--- config.mk ---
export PLATFORM = sky130hd
export DESIGN_NAME = mecanum_ramp_mix_desaturate_core
export DESIGN_NICKNAME = d
export VERILOG_FILES = /design/src/rtl/core/mrmd_pkg.sv /design/src/rtl/core/mecanum_ramp_mix_desaturate_core.sv /design/src/rtl/core/mrmd_ctrl.sv /design/src/rtl/core/mrmd_datapath.sv
export SDC_FILE = /design/constraint.sdc
export NUM_CORES = 2
export LEC_CHECK = 0
export BUFFER_PORTS_ARGS = -buffer_cell sky130_fd_sc_hd__buf_2
export CAP_MARGIN = 20
export CORE_ASPECT_RATIO = 0.5
export CORE_MARGIN = 1
export CORE_UTILIZATION = 45
export CTS_BUF_LIST = sky130_fd_sc_hd__clkbuf_4 sky130_fd_sc_hd__clkbuf_8
export DETAILED_ROUTE_END_ITERATION = 16
export GPL_ROUTABILITY_DRIVEN = 0
export HOLD_SLACK_MARGIN = 0.03
export MAX_ROUTING_LAYER = met4
export PLACE_DENSITY = 0.63
export SYNTH_ARGS = -nofsm -noshare
export SYNTH_HDL_FRONTEND = slang
export SYNTH_SLANG_ARGS = --single-unit
--- constraint.sdc ---
create_clock -name clk -period 17.45 [get_ports clk]
set_clock_uncertainty 0.2 [all_clocks]
set_input_delay 1.745 -clock clk [delete_from_list [all_inputs] [get_ports clk]]
set_output_delay 1.745 -clock clk [all_outputs]
set_load 0.05 [all_outputs]
--- src/rtl/core/mrmd_pkg.sv ---
package mrmd_pkg;

	// Default fraction bits of the ramp and mix arithmetic
	localparam int FRAC_BITS_DEF = 8;

	// Wheel count and divider shape
	localparam int NUM_WHEELS   = 4;
	localparam int WHEEL_IDX_W  = $clog2(NUM_WHEELS);
	localparam int QUOT_W       = 16;
	localparam int DIV_BITS_PER = 2;
	localparam int DIV_CYCLES   = QUOT_W / DIV_BITS_PER;
	localparam int DIV_CNT_W    = $clog2(DIV_CYCLES);

	// Configuration port
	localparam int CFG_IDX_W  = 3;
	localparam int CFG_DATA_W = 23;

	localparam logic [CFG_IDX_W-1:0] REG_DRIVE_MODE  = 3'd0;
	localparam logic [CFG_IDX_W-1:0] REG_RAMP_ENABLE = 3'd1;
	localparam logic [CFG_IDX_W-1:0] REG_LAUNCH_RPM  = 3'd2;
	localparam logic [CFG_IDX_W-1:0] REG_LAUNCH_STEP = 3'd3;
	localparam logic [CFG_IDX_W-1:0] REG_NORMAL_STEP = 3'd4;
	localparam logic [CFG_IDX_W-1:0] REG_BRAKE_STEP  = 3'd5;
	localparam logic [CFG_IDX_W-1:0] REG_RPM_LIMIT   = 3'd6;

	// Drive modes; the unused code behaves as halt
	localparam logic [1:0] MODE_SPEED  = 2'd0;
	localparam logic [1:0] MODE_HALT   = 2'd1;
	localparam logic [1:0] MODE_DIRECT = 2'd2;

	typedef struct packed {
		logic [1:0]  drive_mode;
		logic        ramp_enable;
		logic [14:0] launch_rpm;
		logic [22:0] launch_step;
		logic [22:0] normal_step;
		logic [22:0] brake_step;
		logic [14:0] rpm_limit;
	} cfg_t;

	typedef struct packed {
		logic signed [15:0] cmd_x;
		logic signed [15:0] cmd_y;
		logic signed [15:0] cmd_z;
	} req_t;

	typedef struct packed {
		logic signed [15:0] wheel_lf;
		logic signed [15:0] wheel_rf;
		logic signed [15:0] wheel_rb;
		logic signed [15:0] wheel_lb;
		logic               was_scaled;
	} rsp_t;

	typedef enum logic [2:0] {
		ST_IDLE,
		ST_RAMP,
		ST_MIX,
		ST_PEAK,
		ST_MUL,
		ST_DIV,
		ST_DONE
	} state_t;

	typedef struct packed {
		logic                   load_in;
		logic                   do_ramp;
		logic                   do_mix;
		logic                   do_peak;
		logic                   do_mul;
		logic                   do_div;
		logic                   div_last;
		logic                   load_out;
		logic [WHEEL_IDX_W-1:0] wheel_sel;
	} ctrl_cmd_t;

	typedef struct packed {
		logic need_div;
	} ctrl_stat_t;

endpackage

--- src/rtl/core/mecanum_ramp_mix_desaturate_core.sv ---
// Each item passes the ramp, mix and peak states and, when the wheels need scaling, a
// multiply and a divide for each of the four wheels in turn on the shared 2-bit-per-cycle
// divider. One item at a time: the next is accepted once the result is in the output register.
// Reset (arst_n low, asynchronous): ramp state is zero, registers take their reset
// values (halt mode, limit 32767), and no result is pending.
module mecanum_ramp_mix_desaturate_core #(
	parameter int FRAC_BITS = mrmd_pkg::FRAC_BITS_DEF
) (
	input  logic                             clk,
	input  logic                             arst_n,
	input  logic                             req_valid,
	output logic                             req_ready,
	input  mrmd_pkg::req_t                   req,
	output logic                             rsp_valid,
	input  logic                             rsp_ready,
	output mrmd_pkg::rsp_t                   rsp,
	input  logic                             cfg_valid,
	output logic                             cfg_ready,
	input  logic [mrmd_pkg::CFG_IDX_W-1:0]   cfg_index,
	input  logic [mrmd_pkg::CFG_DATA_W-1:0]  cfg_data
);
	import mrmd_pkg::*;

	cfg_t       cfg_q;
	ctrl_cmd_t  cmd;
	ctrl_stat_t stat;

	assign cfg_ready = 1'b1;

	// Register file
	always_ff @(posedge clk or negedge arst_n) begin
		if (!arst_n) begin
			cfg_q.drive_mode  <= MODE_HALT;
			cfg_q.ramp_enable <= 1'b0;
			cfg_q.launch_rpm  <= '0;
			cfg_q.launch_step <= '0;
			cfg_q.normal_step <= '0;
			cfg_q.brake_step  <= '0;
			cfg_q.rpm_limit   <= 15'h7fff;
		end else if (cfg_valid && cfg_ready) begin
			case (cfg_index)
				REG_DRIVE_MODE:  cfg_q.drive_mode  <= cfg_data[1:0];
				REG_RAMP_ENABLE: cfg_q.ramp_enable <= cfg_data[0];
				REG_LAUNCH_RPM:  cfg_q.launch_rpm  <= cfg_data[14:0];
				REG_LAUNCH_STEP: cfg_q.launch_step <= cfg_data[22:0];
				REG_NORMAL_STEP: cfg_q.normal_step <= cfg_data[22:0];
				REG_BRAKE_STEP:  cfg_q.brake_step  <= cfg_data[22:0];
				REG_RPM_LIMIT:   cfg_q.rpm_limit   <= cfg_data[14:0];
				default: begin
				end
			endcase
		end
	end

	mrmd_ctrl u_ctrl (
		.clk       (clk),
		.arst_n    (arst_n),
		.req_valid (req_valid),
		.req_ready (req_ready),
		.rsp_valid (rsp_valid),
		.rsp_ready (rsp_ready),
		.stat      (stat),
		.cmd       (cmd)
	);

	mrmd_datapath #(
		.FRAC_BITS (FRAC_BITS)
	) u_datapath (
		.clk    (clk),
		.arst_n (arst_n),
		.cfg    (cfg_q),
		.req    (req),
		.cmd    (cmd),
		.stat   (stat),
		.rsp    (rsp)
	);

`ifndef NO_ASSERTIONS
	logic signed [16:0] lim_s;
	assign lim_s = $signed({2'b00, cfg_q.rpm_limit});

	// One item at a time: no second item right after an accept
	a_one_item: assert property (@(posedge clk) disable iff (!arst_n)
		req_valid && req_ready |=> !req_ready)
		else $error("item accepted while busy");

	// Scaled wheels never exceed the limit
	a_scaled_bound: assert property (@(posedge clk) disable iff (!arst_n)
		rsp_valid && rsp.was_scaled |->
			rsp.wheel_lf <= lim_s && rsp.wheel_lf >= -lim_s &&
			rsp.wheel_rf <= lim_s && rsp.wheel_rf >= -lim_s &&
			rsp.wheel_rb <= lim_s && rsp.wheel_rb >= -lim_s &&
			rsp.wheel_lb <= lim_s && rsp.wheel_lb >= -lim_s)
		else $error("scaled wheel above limit");

	// Unscaled wheels stay strictly below the limit
	a_unscaled_bound: assert property (@(posedge clk) disable iff (!arst_n)
		rsp_valid && !rsp.was_scaled |->
			rsp.wheel_lf < lim_s && rsp.wheel_lf > -lim_s &&
			rsp.wheel_rf < lim_s && rsp.wheel_rf > -lim_s &&
			rsp.wheel_rb < lim_s && rsp.wheel_rb > -lim_s &&
			rsp.wheel_lb < lim_s && rsp.wheel_lb > -lim_s)
		else $error("unscaled wheel at or above limit");
`endif

endmodule

--- src/rtl/core/mrmd_ctrl.sv ---
module mrmd_ctrl (
	input  logic                clk,
	input  logic                arst_n,
	input  logic                req_valid,
	output logic                req_ready,
	output logic                rsp_valid,
	input  logic                rsp_ready,
	input  mrmd_pkg::ctrl_stat_t stat,
	output mrmd_pkg::ctrl_cmd_t  cmd
);
	import mrmd_pkg::*;

	localparam logic [DIV_CNT_W-1:0]   DIV_LAST   = DIV_CNT_W'(DIV_CYCLES - 1);
	localparam logic [WHEEL_IDX_W-1:0] WHEEL_LAST = WHEEL_IDX_W'(NUM_WHEELS - 1);

	state_t                 state_q, state_d;
	logic [DIV_CNT_W-1:0]   div_cnt_q, div_cnt_d;
	logic [WHEEL_IDX_W-1:0] wheel_q, wheel_d;
	logic                   rsp_valid_q;

	// State, counters and result valid
	always_ff @(posedge clk or negedge arst_n) begin
		if (!arst_n) begin
			state_q     <= ST_IDLE;
			div_cnt_q   <= '0;
			wheel_q     <= '0;
			rsp_valid_q <= 1'b0;
		end else begin
			state_q   <= state_d;
			div_cnt_q <= div_cnt_d;
			wheel_q   <= wheel_d;
			if (cmd.load_out) begin
				rsp_valid_q <= 1'b1;
			end else if (rsp_ready) begin
				rsp_valid_q <= 1'b0;
			end
		end
	end

	assign rsp_valid = rsp_valid_q;

	// Sequence one item through ramp, mix, peak and the per-wheel divide
	always_comb begin
		state_d       = state_q;
		div_cnt_d     = div_cnt_q;
		wheel_d       = wheel_q;
		req_ready     = 1'b0;
		cmd           = '0;
		cmd.wheel_sel = wheel_q;
		case (state_q)
			ST_IDLE: begin
				req_ready = 1'b1;
				if (req_valid) begin
					cmd.load_in = 1'b1;
					state_d     = ST_RAMP;
				end
			end
			ST_RAMP: begin
				cmd.do_ramp = 1'b1;
				state_d     = ST_MIX;
			end
			ST_MIX: begin
				cmd.do_mix = 1'b1;
				state_d    = ST_PEAK;
			end
			ST_PEAK: begin
				cmd.do_peak = 1'b1;
				wheel_d     = '0;
				state_d     = stat.need_div ? ST_MUL : ST_DONE;
			end
			ST_MUL: begin
				cmd.do_mul = 1'b1;
				div_cnt_d  = '0;
				state_d    = ST_DIV;
			end
			ST_DIV: begin
				cmd.do_div = 1'b1;
				if (div_cnt_q == DIV_LAST) begin
					cmd.div_last = 1'b1;
					if (wheel_q == WHEEL_LAST) begin
						state_d = ST_DONE;
					end else begin
						wheel_d = wheel_q + 1'b1;
						state_d = ST_MUL;
					end
				end else begin
					div_cnt_d = div_cnt_q + 1'b1;
				end
			end
			ST_DONE: begin
				if (!rsp_valid_q || rsp_ready) begin
					cmd.load_out = 1'b1;
					state_d      = ST_IDLE;
				end
			end
			default: begin
				state_d = ST_IDLE;
			end
		endcase
	end

endmodule

--- src/rtl/core/mrmd_datapath.sv ---
module mrmd_datapath #(
	parameter int FRAC_BITS = mrmd_pkg::FRAC_BITS_DEF
) (
	input  logic                 clk,
	input  logic                 arst_n,
	input  mrmd_pkg::cfg_t       cfg,
	input  mrmd_pkg::req_t       req,
	input  mrmd_pkg::ctrl_cmd_t  cmd,
	output mrmd_pkg::ctrl_stat_t stat,
	output mrmd_pkg::rsp_t       rsp
);
	import mrmd_pkg::*;

	// Ramp values, mixed sums and slew working width
	localparam int RW = 16 + FRAC_BITS;
	localparam int MW = RW + 2;
	localparam int SW = (RW + 2 > 25) ? RW + 2 : 25;

	req_t                  req_q;
	logic signed [RW-1:0]  ramp_x_q, ramp_y_q;
	logic signed [RW-1:0]  x_q, y_q, z_q;
	logic signed [17:0]    wheel_q [NUM_WHEELS];
	logic [16:0]           peak_q;
	logic                  scaled_q;
	logic [16:0]           rem_q;
	logic [QUOT_W-1:0]     num_q;
	logic [QUOT_W-1:0]     quot_q;
	rsp_t                  rsp_q;

	logic signed [RW-1:0]  cx, cy, cz;
	logic signed [RW-1:0]  nx, ny, nz, rx, ry;
	logic signed [MW-1:0]  sum_lf, sum_rf, sum_rb, sum_lb;
	logic [16:0]           mag_w [NUM_WHEELS];
	logic [16:0]           peak_a, peak_b, peak_c;
	logic [16:0]           lim17;
	logic [31:0]           prod_c;
	logic [16:0]           rem_d;
	logic [QUOT_W-1:0]     num_d, quot_d;
	logic signed [17:0]    quot_s;

	// Move one ramp value toward its command by at most one step
	function automatic logic signed [RW-1:0] slew(
		input logic signed [RW-1:0] last,
		input logic signed [RW-1:0] target
	);
		logic signed [SW-1:0] l, c, d, m_l, m_c, m_d, st, lim_fix;
		l       = SW'(last);
		c       = SW'(target);
		d       = c - l;
		m_l     = (l < 0) ? -l : l;
		m_c     = (c < 0) ? -c : c;
		m_d     = (d < 0) ? -d : d;
		lim_fix = SW'(cfg.launch_rpm) <<< FRAC_BITS;
		if (m_c > m_l) begin
			st = (m_c <= lim_fix) ? SW'(cfg.launch_step) : SW'(cfg.normal_step);
		end else begin
			st = SW'(cfg.brake_step);
		end
		if (m_d >= st) begin
			slew = RW'((d >= 0) ? l + st : l - st);
		end else begin
			slew = target;
		end
	endfunction

	// Truncate a fixed-point sum toward zero to whole rpm
	function automatic logic signed [17:0] to_rpm(input logic signed [MW-1:0] v);
		logic signed [MW-1:0] m;
		logic [MW-1:0]        mu;
		logic signed [17:0]   r;
		m      = (v < 0) ? -v : v;
		mu     = m;
		r      = 18'(mu >> FRAC_BITS);
		to_rpm = (v < 0) ? -r : r;
	endfunction

	function automatic logic [16:0] mag17(input logic signed [17:0] w);
		logic signed [17:0] m;
		m     = (w < 0) ? -w : w;
		mag17 = m[16:0];
	endfunction

	// Commands in fixed point
	assign cx = RW'(req_q.cmd_x) <<< FRAC_BITS;
	assign cy = RW'(req_q.cmd_y) <<< FRAC_BITS;
	assign cz = RW'(req_q.cmd_z) <<< FRAC_BITS;

	// Pick chassis speeds by drive mode
	always_comb begin
		rx = cfg.ramp_enable ? slew(ramp_x_q, cx) : cx;
		ry = cfg.ramp_enable ? slew(ramp_y_q, cy) : cy;
		case (cfg.drive_mode)
			MODE_SPEED: begin
				nx = rx;
				ny = ry;
				nz = cz;
			end
			MODE_DIRECT: begin
				nx = cx;
				ny = cy;
				nz = cz;
			end
			default: begin
				nx = '0;
				ny = '0;
				nz = '0;
			end
		endcase
	end

	// Mecanum mix
	assign sum_lf = MW'(x_q) + MW'(y_q) - MW'(z_q);
	assign sum_rf = MW'(y_q) - MW'(x_q) + MW'(z_q);
	assign sum_rb = MW'(x_q) + MW'(y_q) + MW'(z_q);
	assign sum_lb = MW'(y_q) - MW'(x_q) - MW'(z_q);

	// Peak wheel magnitude against the limit
	always_comb begin
		for (int i = 0; i < NUM_WHEELS; i++) begin
			mag_w[i] = mag17(wheel_q[i]);
		end
		peak_a        = (mag_w[0] > mag_w[1]) ? mag_w[0] : mag_w[1];
		peak_b        = (mag_w[2] > mag_w[3]) ? mag_w[2] : mag_w[3];
		peak_c        = (peak_a > peak_b) ? peak_a : peak_b;
		lim17         = {2'b00, cfg.rpm_limit};
		stat.need_div = (peak_c >= lim17) && (peak_c != '0);
	end

	// Scale numerator of the selected wheel
	assign prod_c = mag_w[cmd.wheel_sel] * cfg.rpm_limit;

	// Two restoring divide steps per cycle
	always_comb begin
		logic [17:0] t;
		rem_d  = rem_q;
		num_d  = num_q;
		quot_d = quot_q;
		for (int i = 0; i < DIV_BITS_PER; i++) begin
			t     = {rem_d, num_d[QUOT_W-1]};
			num_d = num_d << 1;
			if (t >= {1'b0, peak_q}) begin
				t      = t - {1'b0, peak_q};
				quot_d = {quot_d[QUOT_W-2:0], 1'b1};
			end else begin
				quot_d = {quot_d[QUOT_W-2:0], 1'b0};
			end
			rem_d = t[16:0];
		end
		quot_s = $signed({2'b00, quot_d});
	end

	// Ramp state
	always_ff @(posedge clk or negedge arst_n) begin
		if (!arst_n) begin
			ramp_x_q <= '0;
			ramp_y_q <= '0;
		end else if (cmd.do_ramp && cfg.drive_mode == MODE_SPEED) begin
			ramp_x_q <= rx;
			ramp_y_q <= ry;
		end
	end

	// Working registers
	always_ff @(posedge clk) begin
		if (cmd.load_in) begin
			req_q <= req;
		end
		if (cmd.do_ramp) begin
			x_q <= nx;
			y_q <= ny;
			z_q <= nz;
		end
		if (cmd.do_mix) begin
			wheel_q[0] <= to_rpm(sum_lf);
			wheel_q[1] <= to_rpm(sum_rf);
			wheel_q[2] <= to_rpm(sum_rb);
			wheel_q[3] <= to_rpm(sum_lb);
		end
		if (cmd.do_peak) begin
			peak_q   <= peak_c;
			scaled_q <= peak_c >= lim17;
		end
		if (cmd.do_mul) begin
			rem_q  <= {1'b0, prod_c[31:QUOT_W]};
			num_q  <= prod_c[QUOT_W-1:0];
			quot_q <= '0;
		end
		if (cmd.do_div) begin
			rem_q  <= rem_d;
			num_q  <= num_d;
			quot_q <= quot_d;
		end
		if (cmd.div_last) begin
			wheel_q[cmd.wheel_sel] <= wheel_q[cmd.wheel_sel][17] ? -quot_s : quot_s;
		end
		if (cmd.load_out) begin
			rsp_q.wheel_lf   <= wheel_q[0][15:0];
			rsp_q.wheel_rf   <= wheel_q[1][15:0];
			rsp_q.wheel_rb   <= wheel_q[2][15:0];
			rsp_q.wheel_lb   <= wheel_q[3][15:0];
			rsp_q.was_scaled <= scaled_q;
		end
	end

	assign rsp = rsp_q;

endmodule

Yosys cells after proc, flatten, opt, wreduce, memory -nomap -nowiden

Memories as Yosys holds them, arrays and structs flattened.
Cells that the tools add are included.
W data, S select, Z words.

Register bits: 409
RAM bits: 72
Bits of input ports: 79
Output and inout port bits: 68
Memories: 1

Add/sub/neg operators: 35
Multipliers: 1
$lt $le $gt $ge: 29
Eq/ne operators: 20
Muxes and demuxes: 78
Bitwise gates (word level): 1
Reduce and logical (&&, ||, !) cells: 24

Memory list:

| memory             | words | bits a word | read ports | clocked after Yosys merged registers in | write ports | line                | source |
|---|---|---|---|---|---|---|---|
| u_datapath.wheel_q | 4     | 18          | 5          | 0                                       | 4           | mrmd_datapath.sv:22 | `logic signed [17:0] wheel_q [NUM_WHEELS];` |

Operators with widths:

| operator              | number |
|---|---|
| $mux W26              | 10 |
| $mux W17              | 13 |
| $mux W24              | 6 |
| $mux W18              | 6 |
| $lt A26 B1 Y1 const B | 4 |
| $neg A24 Y26          | 4 |
| $neg A26 Y26          | 4 |
| $lt A24 B1 Y1 const B | 4 |
| $pmux W24 S2          | 2 |
| $mux W23              | 4 |
| $sub A24 B24 Y25      | 3 |
| $lt A18 B1 Y1 const B | 4 |
| $neg A18 Y18          | 4 |
| $neg A17 Y17          | 4 |
| $add A25 B24 Y26      | 2 |
| $ge A26 B26 Y1        | 2 |
| $gt A26 B26 Y1        | 2 |
| $le A26 B24 Y1        | 2 |
| $neg A25 Y26          | 2 |
| $sub A25 B24 Y26      | 2 |
| $gt A17 B17 Y1        | 3 |
| $ge A25 B1 Y1 const B | 2 |
| $lt A25 B1 Y1 const B | 2 |
| $add A24 B24 Y24      | 2 |
| 37 further kinds      | 95 |

Logic depth before layout (Yosys ltp)

An unclocked memory read counts as a cell.

Depth in word-level cells: 11
Mapped depth: 45
Gate-level depth less buffers: 42

Cells and area by module

Synthesis repeated with hierarchy kept, for this count alone.

Cells, all modules: 5,856
Area total of the unflattened synthesis: 52,176.3 um^2

Modules (own cells, without submodules):

| module                           | instances | cells each | area an instance (um^2) |
|---|---|---|---|
| mrmd_datapath                    | 1         | 5,579      | 47,733.3 |
| mecanum_ramp_mix_desaturate_core | 1         | 223        | 3,911.3 |
| mrmd_ctrl                        | 1         | 54         | 531.8 |

Worst setup path after synthesis

OpenSTA, ideal clock, no wires.

Path kind: register -> register
Start point: mem u_datapath.wheel_q[3][6]
End point: reg u_datapath.rem_q[15], data pin
Library setup time: 269 ps
Arrival: 8,519 ps
Required time: 16,981 ps
Path slack: 8,462 ps
Cell stages (with the launch flop): 31
Buffers on the path: 0
Clock period less this slack: 8,988 ps
Cell sequence: edfxtp_1 or3_1 or4_1 or3_1 o21ai_0 xor2_1 inv_1 mux4_2 and2_1 fa_1 fa_1 fa_1 inv_1 fa_1 inv_1 fa_1 fa_1 ha_1 a21oi_1 nor2b_1 o21ai_0 nand2b_1 nor4_1 a21oi_1 a221oi_1 o22ai_1 o311a_1 or4_1 a31oi_1 xnor2_1 a21oi_1

RTL lines:

| element              | line                 | source |
|---|---|---|
| start, declared      | mrmd_datapath.sv:22  |  |
| end signal, assigned | mrmd_datapath.sv:184 | `rem_q <= {1'b0, prod_c[31:QUOT_W]};` |
| end signal, assigned | mrmd_datapath.sv:189 | `rem_q <= rem_d;` |
| end, declared        | mrmd_datapath.sv:25  | `logic [16:0] rem_q;` |

Worst setup path after layout

Start point: reg u_datapath.ramp_y_q[3]
End point: reg u_datapath.y_q[23], data pin

Longest elaborated chain between the ends: 9
Elaborated cells between the ends (all ways): 17

Ends and longest elaborated chain:

| element                                              | line                 | source |
|---|---|---|
| start, declared                                      | mrmd_datapath.sv:20  | `logic signed [RW-1:0] ramp_x_q, ramp_y_q;` |
| start signal, assigned                               | mrmd_datapath.sv:159 | `ramp_y_q <= ry;` |
| $neg A24 Y26 or $lt A24 B1 Y1 (tied branches)        | mrmd_datapath.sv:50  | `m_l = (l < 0) ? -l : l;` |
| $mux W26                                             | mrmd_datapath.sv:50  |  |
| $gt A26 B26 Y1                                       | mrmd_datapath.sv:54  | `if (m_c > m_l) begin` |
| $mux W23                                             | mrmd_datapath.sv:54  |  |
| $sub A24 B24 Y24 or $add A24 B24 Y24 (tied branches) | mrmd_datapath.sv:60  | `slew = RW'((d >= 0) ? l + st : l - st);` |
| $mux W24                                             | mrmd_datapath.sv:60  |  |
| $mux W24 (*)                                         | mrmd_datapath.sv:59  | `if (m_d >= st) begin` |
| $mux W24 (*)                                         | mrmd_datapath.sv:91  | `ry = cfg.ramp_enable ? slew(ramp_y_q, cy) : cy;` |
| $pmux W24 S2 (*)                                     | mrmd_datapath.sv:92  | `case (cfg.drive_mode)` |
| named net u_datapath.ny[23]                          | mrmd_datapath.sv:31  | `logic signed [RW-1:0] nx, ny, nz, rx, ry;` |
| end signal, assigned                                 | mrmd_datapath.sv:170 | `y_q <= ny;` |
| end, declared                                        | mrmd_datapath.sv:21  | `logic signed [RW-1:0] x_q, y_q, z_q;` |

The timed path passes the listed nets; every way through them passes the cells marked *.
A chain may end at the register's enable or synchronous reset.

==> out/metrics.cfg <==
[yosys]
synth_edf_count=312
synthArstFlopShare_pct=33.6
yosysWarnings=0
synth.avg_cell_area_um2=8.79
synth_ff_type=edfxtp_1
synth.ff_latch_count=473
synth.distinct_cells=96
syn_area_um2=51600
synth-seq-area-share_pct=26.0
synth_cells=5868

[grt]
grt_max_degree=66
track_usage_pct=28.8
grt_pass1_vias=42952
grt_pass1_wl_mm=251
overflow=0
antenna_found_initial=7

[floorplanning]
die_area_um2=116000
ioPinCount=147
core_um2=113000
fp-row-count=87
fp.dieW_um=481
die_h_um=241
start_util_pct=45.6

[worst_setup_path]
crit_slowest_cell=nor4_2
cpPeakStageDelay_ps=730
r2r_start=u_datapath.ramp_y_q[3]
crit_path_end_kind=register
ff2ff_path_depth=36
critPathLaunchType=register
cp_max_fo=65
critPathArrivalTime_ps=10890
r2r_end=u_datapath.y_q[23]
cp.required_ps=17800
crit_type=reg -> reg
regToRegSetupSlack_ps=6910

[drt]
routed_via_density=6.02
drtAntennaViolNets=0
met3_wirelength_mm=13.1
wl_met2_mm=73.3
wl_per_cell_um=22.0
drtIter0Drc=4382
first_pass_iters=6
met1_length_mm=71.8
highest_layer=met4
post-route-drc-count=0
vias=45145
wl_mm=165

[clock_tree]
post-cts-setup-buffer-count=0
cts.sinks=473
numCtsBuffers=79
cts_resized=0
cts_tree=built
root_buffer=clkbuf_8
clkTransAtPathRegs_ps=70
h-tree-depth=3
clk_path_buf_depth=3
cts_hold_buf=0
insertion_delay_ps=790

[cells_and_area]
mostFrequentLayoutCell=nand2_1
drive_gt1_share_pct=9.26
layout_common_cells=nand2_1 (563), ha_1 (522), inv_1 (495)
final_area_um2=55600
area_growth_pct=7.78
final_nets=6730

[sta]
fin_crit_sh_pct=60.4
fmax_ghz=0.0949
rsz0062_at_grt=no
worst_slew_pin_slew_ps=1040
finalWorstSetupSlack_ps=6910
setup_violations=0
hold_viol=0
holdWs_ps=249
period_minus_slack_ps=10540
fin_setup_tns_ps=0
final_max_slew_viol_count=0
relSlewSlack_pct=30.1

[placement]
placed_area_um2=53800
post-place-ws_ps=6810
io_buffers=145
dp_hpwl_mm=131

[job]
maxCapViolations=0

[min_path]
hold_path_class=reg -> reg
worstHoldStart=u_datapath.scaled_q
hold_depth=0
hold_end=u_datapath.rsp[0]

[outcome]
outcome=finished clean

## worst max path at each step
stage | start | depth (start not counted) | slack (ps) | end
after floorplan | u_datapath.wheel_q[3][6] | 30 | 8460 | u_datapath.rem_q[15]
after global placement | u_datapath.ramp_y_q[3] | 34 | 6810 | u_datapath.y_q[23]
after detailed placement | u_datapath.ramp_y_q[3] | 34 | 6810 | u_datapath.y_q[23]
after CTS | u_datapath.ramp_y_q[3] | 34 | 6740 | u_datapath.y_q[23]
after global routing | u_datapath.ramp_y_q[3] | 36 | 6410 | u_datapath.y_q[23]
final | u_datapath.ramp_y_q[3] | 36 | 6910 | u_datapath.y_q[23]
## metal layers
metal	vias up	GRT usage [%]
met5	-	-
met2	1883	44.2
met4	0	11.5
li1	20866	-
met1	22051	37.6
met3	345	5.18
## Yosys cell counts, types with 43 or more instances
cell type / count / area share (%)
a21o_1: 100 / 1.5
a21oi_1: 361 / 3.5
a31oi_1: 43 / 0.52
and2_1: 113 / 1.4
clkbuf_1: 202 / 1.5
dfrtp_1: 143 / 6.9
edfxtp_1: 312 / 18
fa_1: 203 / 7.9
ha_1: 522 / 13
inv_1: 496 / 3.6
mux2_2: 114 / 2.5
mux2i_1: 166 / 3.2
nand2_1: 564 / 4.1
nand2b_1: 72 / 0.87
nand3_1: 91 / 0.88
nand4_1: 53 / 0.64
nor2_1: 437 / 3.2
nor2b_1: 67 / 0.81
nor3_1: 114 / 1.1
nor4_1: 44 / 0.53
o21a_1: 49 / 0.71
o21ai_0: 377 / 3.7
o31ai_1: 64 / 0.93
or3_1: 58 / 0.70
or4_1: 48 / 0.70
xnor2_1: 357 / 6.1
xor2_1: 153 / 2.6
## layout make-up
cell class,instances,area (um^2)
inverter,497,1870
tap,1513,1890
fill,10626,57600
antenna,3,7.51
timing repair buffer,203,1200
clock inverter,32,332
clock buffer,107,1370
multi-input combinational,4672,35500
sequential,473,13400
## registers in the layout, indices dropped and copies added (netlist names), 16 cells and up
name	count
u_datapath.peak_q	17
u_datapath.ramp_x_q	24
u_datapath.cx	16
u_datapath.cz	16
u_datapath.rsp	65
u_datapath.num_q	16
u_datapath.ramp_y_q	24
cfg_q	102
u_datapath.z_q	16
u_datapath.rem_q	17
u_datapath.x_q	24
u_datapath.cy	16
u_datapath.wheel_q	72
u_datapath.y_q	24
## logic make-up (layout without fill, tap and decap cells)
family,after synthesis,after routing,share of synthesized area (%)
and+or+nand+nor,1803,1803,17.0
AOI/OAI and AO/OA,1339,1339,16.5
buffers and inverters,730,839,5.37
adders and majority gates,725,725,20.5
xor gates and xnor gates,510,510,8.66
DFF,473,473,26.0
muxes,286,286,5.97
other,2,12,0.0146
## stage by stage
step                      util, %  std cells
after floorplan                 -       5875
after global placement       47.5       7352
after detailed placement     47.5       7353
after CTS                    49.0       7492
after global routing         49.1       7499
final                        49.1       7500
## worst max-delay path: cells and delay by family (launching register included)
kind                       cells  cell delay (ps)
xor gates and xnor gates       3              640
and+or+nand+nor               14             4170
DFF                            1              530
AOI/OAI and AO/OA             13             3160
adders and majority gates      3              910
buffers and inverters          3              620
Power is not shown: default switching activity piles up to over one toggle a cycle in this logic, so the estimate is an artifact.
